File: src/rpgb_pkg.sv
// ----------------------------------------------------------------------------
// rpgb_pkg
// Shared types and constants of the raw pixel grey and bitmap converter.
// ----------------------------------------------------------------------------
`default_nettype none

package rpgb_pkg;

  // Luma weights, scaled by one thousand.
  localparam int unsigned RedWeight   = 299;
  localparam int unsigned GreenWeight = 587;
  localparam int unsigned BlueWeight  = 114;
  localparam int unsigned LumaScale   = 1000;

  localparam int unsigned PixelWidth = 8;
  localparam int unsigned WidthBits  = 16;
  localparam int unsigned PackBits   = 8;
  localparam int unsigned PackIdxW   = $clog2(PackBits);

  // The weighted sum is at most 255 * 1000.
  localparam int unsigned SumWidth = $clog2((2 ** PixelWidth - 1) * LumaScale + 1);

  // Reciprocal of the scale: floor(x / 1000) == (x * RecipMul) >> RecipShift
  // for every sum that the weights can produce.
  localparam int unsigned RecipShift = 28;
  localparam longint unsigned RecipMul = ((64'd1 << RecipShift) + LumaScale - 1) / LumaScale;
  localparam int unsigned RecipWidth = $clog2(RecipMul + 1);
  localparam int unsigned ProdWidth  = SumWidth + RecipWidth;

  localparam int unsigned CfgIdxWidth = 2;

  typedef enum logic [CfgIdxWidth-1:0] {
    CfgConversionMode = 2'd0,
    CfgImageWidth     = 2'd1,
    CfgGreyMax        = 2'd2
  } cfg_idx_e;

  typedef enum logic [1:0] {
    ChanRed   = 2'd0,
    ChanGreen = 2'd1,
    ChanBlue  = 2'd2
  } chan_e;

  // Request held between the gather stage and the output stage.
  typedef struct packed {
    logic                is_bitmap;
    logic [SumWidth-1:0] sum;
    logic [PackBits-1:0] packed_byte;
  } mid_req_t;

endpackage

`default_nettype wire

File: src/raw_pixel_grey_and_bitmap_converter.sv
// ----------------------------------------------------------------------------
// raw_pixel_grey_and_bitmap_converter
// Converts raw image body bytes to grey bytes or to packed one-bit bitmaps.
// ----------------------------------------------------------------------------
// Usage:
//   Pixel bytes enter on the in_valid_i/in_ready_o channel, results leave on
//   out_valid_o/out_ready_i. In colour mode every third byte (blue) completes
//   a request that yields one grey byte; in bitmap mode every eighth pixel,
//   or the last pixel of a row whose width is not a multiple of eight,
//   yields one packed byte padded with ones. Other bytes give no result.
//   The configuration channel (cfg_valid_i, cfg_index_i, cfg_data_i) is
//   always ready; the user must write it only while the block is idle, and
//   the block itself does not enforce this. Throughput is one byte per cycle
//   while the receiver does not stall. The register after the channel and
//   packing logic holds the weighted sum or packed byte; the output register
//   follows the reciprocal multiply that divides the sum by the luma scale.
//   When the receiver stalls, the two stages fill and then in_ready_o drops;
//   nothing is lost. Reset empties both stages and clears all channel and
//   packing state; the registers return to colour mode, width 1, max 255.
// ----------------------------------------------------------------------------
`default_nettype none

module raw_pixel_grey_and_bitmap_converter (
  input  wire logic                                  clk_i,
  input  wire logic                                  rst_ni,
  input  wire logic                                  cfg_valid_i,
  output logic                                       cfg_ready_o,
  input  wire logic [rpgb_pkg::CfgIdxWidth-1:0]      cfg_index_i,
  input  wire logic [rpgb_pkg::WidthBits-1:0]        cfg_data_i,
  input  wire logic                                  in_valid_i,
  output logic                                       in_ready_o,
  input  wire logic [rpgb_pkg::PixelWidth-1:0]       pixel_byte_i,
  output logic                                       out_valid_o,
  input  wire logic                                  out_ready_i,
  output logic      [rpgb_pkg::PixelWidth-1:0]       out_byte_o
);

  localparam int unsigned PW = rpgb_pkg::PixelWidth;
  localparam int unsigned WW = rpgb_pkg::WidthBits;
  localparam int unsigned KB = rpgb_pkg::PackBits;
  localparam int unsigned KI = rpgb_pkg::PackIdxW;
  localparam int unsigned SW = rpgb_pkg::SumWidth;

  // Configuration registers.
  logic          mode_q;
  logic [WW-1:0] width_q;
  logic [PW-1:0] grey_max_q;

  // Item state.
  rpgb_pkg::chan_e chan_q, chan_d;
  logic [PW-1:0]   red_q, red_d, green_q, green_d;
  logic [KB-1:0]   acc_q, acc_d;
  logic [WW-1:0]   count_q, count_d;

  // Pipeline.
  logic               mid_valid_q;
  rpgb_pkg::mid_req_t mid_q, mid_d;
  logic               mid_fire;
  logic               out_valid_q;
  logic [PW-1:0]      out_q;
  logic [PW-1:0]      luma;
  logic               in_fire, out_free, mid_free;

  // Bitmap helpers.
  logic [PW-1:0]   threshold;
  logic            pix_bit;
  logic [KB-1:0]   acc_shift;
  logic [WW-1:0]   count_inc;
  logic [KI-1:0]   fill;
  logic [2*KB-1:0] padded;
  logic            byte_full, row_end;

  assign cfg_ready_o = 1'b1;
  assign out_free    = !out_valid_q || out_ready_i;
  assign mid_free    = !mid_valid_q || out_free;
  assign in_ready_o  = mid_free;
  assign in_fire     = in_valid_i && in_ready_o;
  assign mid_fire    = mid_valid_q && out_free;
  assign out_valid_o = out_valid_q;
  assign out_byte_o  = out_q;

  always_ff @(posedge clk_i or negedge rst_ni) begin
    if (!rst_ni) begin
      mode_q     <= 1'b0;
      width_q    <= WW'(1);
      grey_max_q <= '1;
    end else if (cfg_valid_i) begin
      case (rpgb_pkg::cfg_idx_e'(cfg_index_i))
        rpgb_pkg::CfgConversionMode: mode_q     <= cfg_data_i[0];
        rpgb_pkg::CfgImageWidth:     width_q    <= cfg_data_i;
        rpgb_pkg::CfgGreyMax:        grey_max_q <= cfg_data_i[PW-1:0];
        default: ;
      endcase
    end
  end

  always_comb begin
    // Threshold is (max + 1) / 2, which fits in the pixel width.
    threshold = PW'(({1'b0, grey_max_q} + (PW+1)'(1)) >> 1);
    pix_bit   = (pixel_byte_i <= threshold);
    acc_shift = {acc_q[KB-2:0], pix_bit};
    count_inc = count_q + WW'(1);
    byte_full = (count_inc[KI-1:0] == '0);
    row_end   = (width_q[KI-1:0] != '0) && (count_inc == width_q);
    // Pad the remaining low bits of the row's last byte with ones.
    fill      = KI'(~count_inc[KI-1:0] + KI'(1));
    padded    = {acc_shift, {KB{1'b1}}} << fill;

    chan_d  = chan_q;
    red_d   = red_q;
    green_d = green_q;
    acc_d   = acc_q;
    count_d = count_q;
    mid_d.is_bitmap   = mode_q;
    mid_d.sum         = '0;
    mid_d.packed_byte = '0;
    if (!mode_q) begin
      case (chan_q)
        rpgb_pkg::ChanRed: begin
          red_d  = pixel_byte_i;
          chan_d = rpgb_pkg::ChanGreen;
        end
        rpgb_pkg::ChanGreen: begin
          green_d = pixel_byte_i;
          chan_d  = rpgb_pkg::ChanBlue;
        end
        default: begin
          chan_d = rpgb_pkg::ChanRed;
        end
      endcase
      mid_d.sum = SW'(SW'(red_q) * SW'(rpgb_pkg::RedWeight)) +
                  SW'(SW'(green_q) * SW'(rpgb_pkg::GreenWeight)) +
                  SW'(SW'(pixel_byte_i) * SW'(rpgb_pkg::BlueWeight));
    end else begin
      acc_d   = acc_shift;
      count_d = count_inc;
      if (byte_full) begin
        mid_d.packed_byte = acc_shift;
        acc_d = '0;
      end
      if (row_end) begin
        mid_d.packed_byte = padded[2*KB-1:KB];
        acc_d   = '0;
        count_d = '0;
      end
    end
  end

  // True when the accepted byte completes a result.
  logic makes_result;
  assign makes_result = mode_q ? (byte_full || row_end)
                               : (chan_q != rpgb_pkg::ChanRed &&
                                  chan_q != rpgb_pkg::ChanGreen);

  always_ff @(posedge clk_i or negedge rst_ni) begin
    if (!rst_ni) begin
      chan_q      <= rpgb_pkg::ChanRed;
      red_q       <= '0;
      green_q     <= '0;
      acc_q       <= '0;
      count_q     <= '0;
      mid_valid_q <= 1'b0;
      out_valid_q <= 1'b0;
    end else begin
      if (in_fire) begin
        chan_q  <= chan_d;
        red_q   <= red_d;
        green_q <= green_d;
        acc_q   <= acc_d;
        count_q <= count_d;
      end
      if (mid_free) begin
        mid_valid_q <= in_fire && makes_result;
      end
      if (out_free) begin
        out_valid_q <= mid_valid_q;
      end
    end
  end

  always_ff @(posedge clk_i) begin
    if (in_fire && makes_result) begin
      mid_q <= mid_d;
    end
    if (mid_fire) begin
      out_q <= mid_q.is_bitmap ? mid_q.packed_byte : luma;
    end
  end

  rpgb_luma_div u_luma_div (
    .sum_i  (mid_q.sum),
    .luma_o (luma)
  );

endmodule

`default_nettype wire

File: src/rpgb_luma_div.sv
// ----------------------------------------------------------------------------
// rpgb_luma_div
// Divides the weighted colour sum by the luma scale with a reciprocal multiply.
// ----------------------------------------------------------------------------
`default_nettype none

module rpgb_luma_div (
  input  wire logic [rpgb_pkg::SumWidth-1:0]   sum_i,
  output logic      [rpgb_pkg::PixelWidth-1:0] luma_o
);

  logic [rpgb_pkg::ProdWidth-1:0] prod;

  always_comb begin
    prod = rpgb_pkg::ProdWidth'(sum_i) *
           rpgb_pkg::ProdWidth'(rpgb_pkg::RecipMul);
    luma_o = prod[rpgb_pkg::RecipShift +: rpgb_pkg::PixelWidth];
  end

endmodule

`default_nettype wire
File: config.mk
export PLATFORM = sky130hd
export DESIGN_NAME = raw_pixel_grey_and_bitmap_converter
export DESIGN_NICKNAME = d
export VERILOG_FILES = /design/src/rpgb_pkg.sv /design/src/raw_pixel_grey_and_bitmap_converter.sv /design/src/rpgb_luma_div.sv
export SDC_FILE = /design/constraint.sdc
export NUM_CORES = 1
export LEC_CHECK = 0
export ABC_AREA = 1
export BUFFER_PORTS_ARGS = -buffer_cell sky130_fd_sc_hd__buf_2
export CORE_MARGIN = 2
export CORE_UTILIZATION = 60
export DETAILED_ROUTE_END_ITERATION = 8
export PLACE_DENSITY = 0.83
export SYNTH_ARGS = -nofsm -noshare
export SYNTH_HDL_FRONTEND = slang
export SYNTH_SLANG_ARGS = --single-unit
File: constraint.sdc
create_clock -name clk_i -period 7.7 [get_ports clk_i]
set_input_delay 1.54 -clock clk_i [delete_from_list [all_inputs] [get_ports clk_i]]
set_output_delay 1.54 -clock clk_i [all_outputs]
set_load 0.05 [all_outputs]
==> summary.md <==
| Metric | Value |
|---|---|
| CTS Root Cell | clkbuf_16 |
| F_max | 140.2 MHz |
| Remaining global-route overflow | 0 |
| Post-Syn Area | 13170 µm² |
| Resized cells post-CTS | 0 |
| Post-synth top cells | inv_1 (347), ha_1 (259), nand2_1 (243) |
| Fin crit period | 7134 ps |
| Die X | 152.1 µm |
| Endpoints failing setup | 0 |
| Seq/Total Area, Yosys | 0.2099 |
| Async SR Flop Fraction | 0.6602 |
| YS warnings | 0 |
| Antenna-violating nets left | 0 |
| Hold Crit Class | flip-flop to flip-flop |
| Diode count | 0 |
| Num CTS Buffers | 9 |
| Longest Clk Path Bufs | 2 |
| GRT Overall Usage | 0.2591 |
| Row count | 54 |
| H-tree depth | 3 |
| Post-synthesis cell count | 1549 |
| Req. time, crit path | 7790 ps |
| Status | finished clean |
| Layout cells sized above 1 | 0.05790 |
| DR vias/cell | 5.492 |
| Max-cap violations | 0 |
| Vias in the first global route | 10530 |
| Die area | 23150 µm² |
| CTS Sinks | 103 |
| Slew Limit Fails | 0 |
| Io pins | 42 |
| Worst path slowest cell | fa_1 |
| # hold bufs at CTS | 0 |
| Avg Inst Size Synth | 8.501 µm² |
| Initial DRC Count | 619 |
| Largest net degree at the start of global routing | 69 |
| Final setup TNS | 0 ps |
| CTS tree | built |
| Crit path largest cell delay | 540 ps |
| Largest family of logic cells by synthesized area | adder cells |
| CTS clk-pin slew, worst paths | 70 ps |
| Adder and majority cell fraction of the synthesized area | 0.4255 |
| WS Path Type | input pin to flip-flop |
| P&R area growth vs syn | 6.176% |
| PortBufs | 40 |
| CP Capture Type | flip-flop |
| Tcrit/Tclk final | 0.9265 |
| Routed wire length | 29.10 mm |
| Critical path arrival | 7230 ps |
| DRC Markers | 0 |
| Simple-gate share of the synthesized area | 0.1495 |
| Core Area | 21690 µm² |
| Most used cell, CP | inv_1 |
| GPL Wtd Cong | 0.9658 |
| Final HPWL DP | 23.91 mm |
| CP Launch Type | input pin |
| Detailed-route via count | 10270 |
| EDFF count, synth | 35 |
| Clock Latency Late Sink | 360 ps |
| Die Y | 152.1 µm |
| Starting density of the core | 0.6071 |
| Main area contributors after synthesis | ha_1 (25%), fa_1 (18%), dfrtp_1 (11%) |
| Initial antenna violation count | 0 |
| Length of the first detailed-routing pass in iterations | 8 |
| Post-synth net total | 1957 |
| Synthesized flop and latch total | 103 |
| Compound-Gate Fraction of Synth Area | 0.08894 |
| # fillers | 1715 |
| WL/cell | 15.57 µm |
| Post-CTS Repair Setup Buffers | 0 |
| Clock skew | 15.57 ps |
| Most common flop cell mapped by yosys | dfrtp_1 |
| Slew at the pin closest to its max-slew limit | 1171 ps |
| First-pass GRT wire length | 49.11 mm |
| Worst slew margin | 0.2172 |
| Synth Area in XOR/XNOR | 0.01606 |
| Multiplexer share of the synthesized area | 0.002566 |
| Library cells used by synthesis | 43 |
| Hold Vio Cnt, Final | 0 |
| Most frequent cell after synthesis | inv_1 |
| Post-synth top area cell | ha_1 |
| # nets final | 1992 |
| RSZ-0062 raised after global routing | false |
| CP Max Fanout | 6 |
| Synth top area share | 0.2461 |
metal layers:
metal | up-vias | part of all wire | wire (µm) | global-route usage
met5 | - | 0 | 0 | 0
met4 | 0 | 0.026 | 748 | 0.08189
met3 | 59 | 0.049 | 1435 | 0.03612
met2 | 300 | 0.48 | 13910 | 0.4440
met1 | 4858 | 0.45 | 13000 | 0.3431
li1 | 5048 | - | - | -
cells by family (layout without fill, tap and decap cells):
family | Yosys count | count (layout)
AOI/OAI and AO/OA | 216 | 216
xor gates and xnor gates | 21 | 21
adders and majority gates | 377 | 377
buffers and inverters | 371 | 411
DFF | 103 | 103
muxes | 3 | 3
other | 1 | 1
and+or+nand+nor | 457 | 457
flip-flops by register name, summed over array words and instances, names as in the netlist, 2 cells and up:
signal / count
mid_q: 27
grey_max_q: 8
chan_q: 2
width_q: 16
count_q: 16
acc_q: 7
red_q: 8
green_q: 8
out_byte_o: 8
metrics by stage:
step | worst slack (ps) | cell area, µm² | cells | hold WS [ps] | utilization
6_report | 565.8 | 13980 | 1869 | 479.0 | 0.6446
5_1_grt | 197.2 | 13980 | 1869 | 531.3 | 0.6446
4_1_cts | 616.3 | 13980 | 1869 | 478.9 | 0.6446
3_5_place_dp | 252.4 | 13650 | 1853 | 462.3 | 0.6293
3_3_place_gp | 349.2 | 13650 | 1853 | 454.9 | 0.6293
2_1_floorplan | 803.8 | 13170 | 1549 | 447.1 | -
worst paths after layout:
| check | from | endpoint | slack, ps | cells after the start |
|---|---|---|---|---|
| min in group asynchronous | rst_ni | acc_q[1] | 1370 | 2 |
| setup / recovery | pixel_byte_i[1] | mid_q[21] | 570 | 25 |
| hold reg to reg | mid_valid_q | out_valid_o | 480 | 2 |
| setup reg to reg | green_q[5] | mid_q[23] | 2370 | 18 |
| max in group asynchronous | rst_ni | green_q[0] | 5740 | 2 |
| hold / removal | mid_valid_q | out_valid_o | 480 | 2 |
layout by cell type, fill, tap and decap left out, types with 35 or more instances in the layout:
cell      instances
edfxtp_1         35
nor2_1           84
inv_1           347
ha_1            259
nand3_1          77
a21oi_1          76
o21ai_0          88
buf_2            40
fa_1            118
dfrtp_1          59
nand2_1         243
area by class of cell:
cell class              instances  area (µm²)  area share
repair buffers                 42       215.2     0.01539
clock buffers                  10       250.2     0.01790
well taps                     280       350.3     0.02506
clock inverters                 6       82.58    0.005907
flip-flops and latches        103        2764      0.1977
multi-input cells            1075        8994      0.6433
inverters                     353        1325     0.09477
worst max-delay path: cells and delay by family:
kind                       cells  cell delay (ps)
adders and majority gates      8             3370
xor gates and xnor gates       1              160
buffers and inverters          8              660
AOI/OAI and AO/OA              8             1480
Power is not shown: default switching activity piles up to over one toggle a cycle in this logic, so the estimate is an artifact.
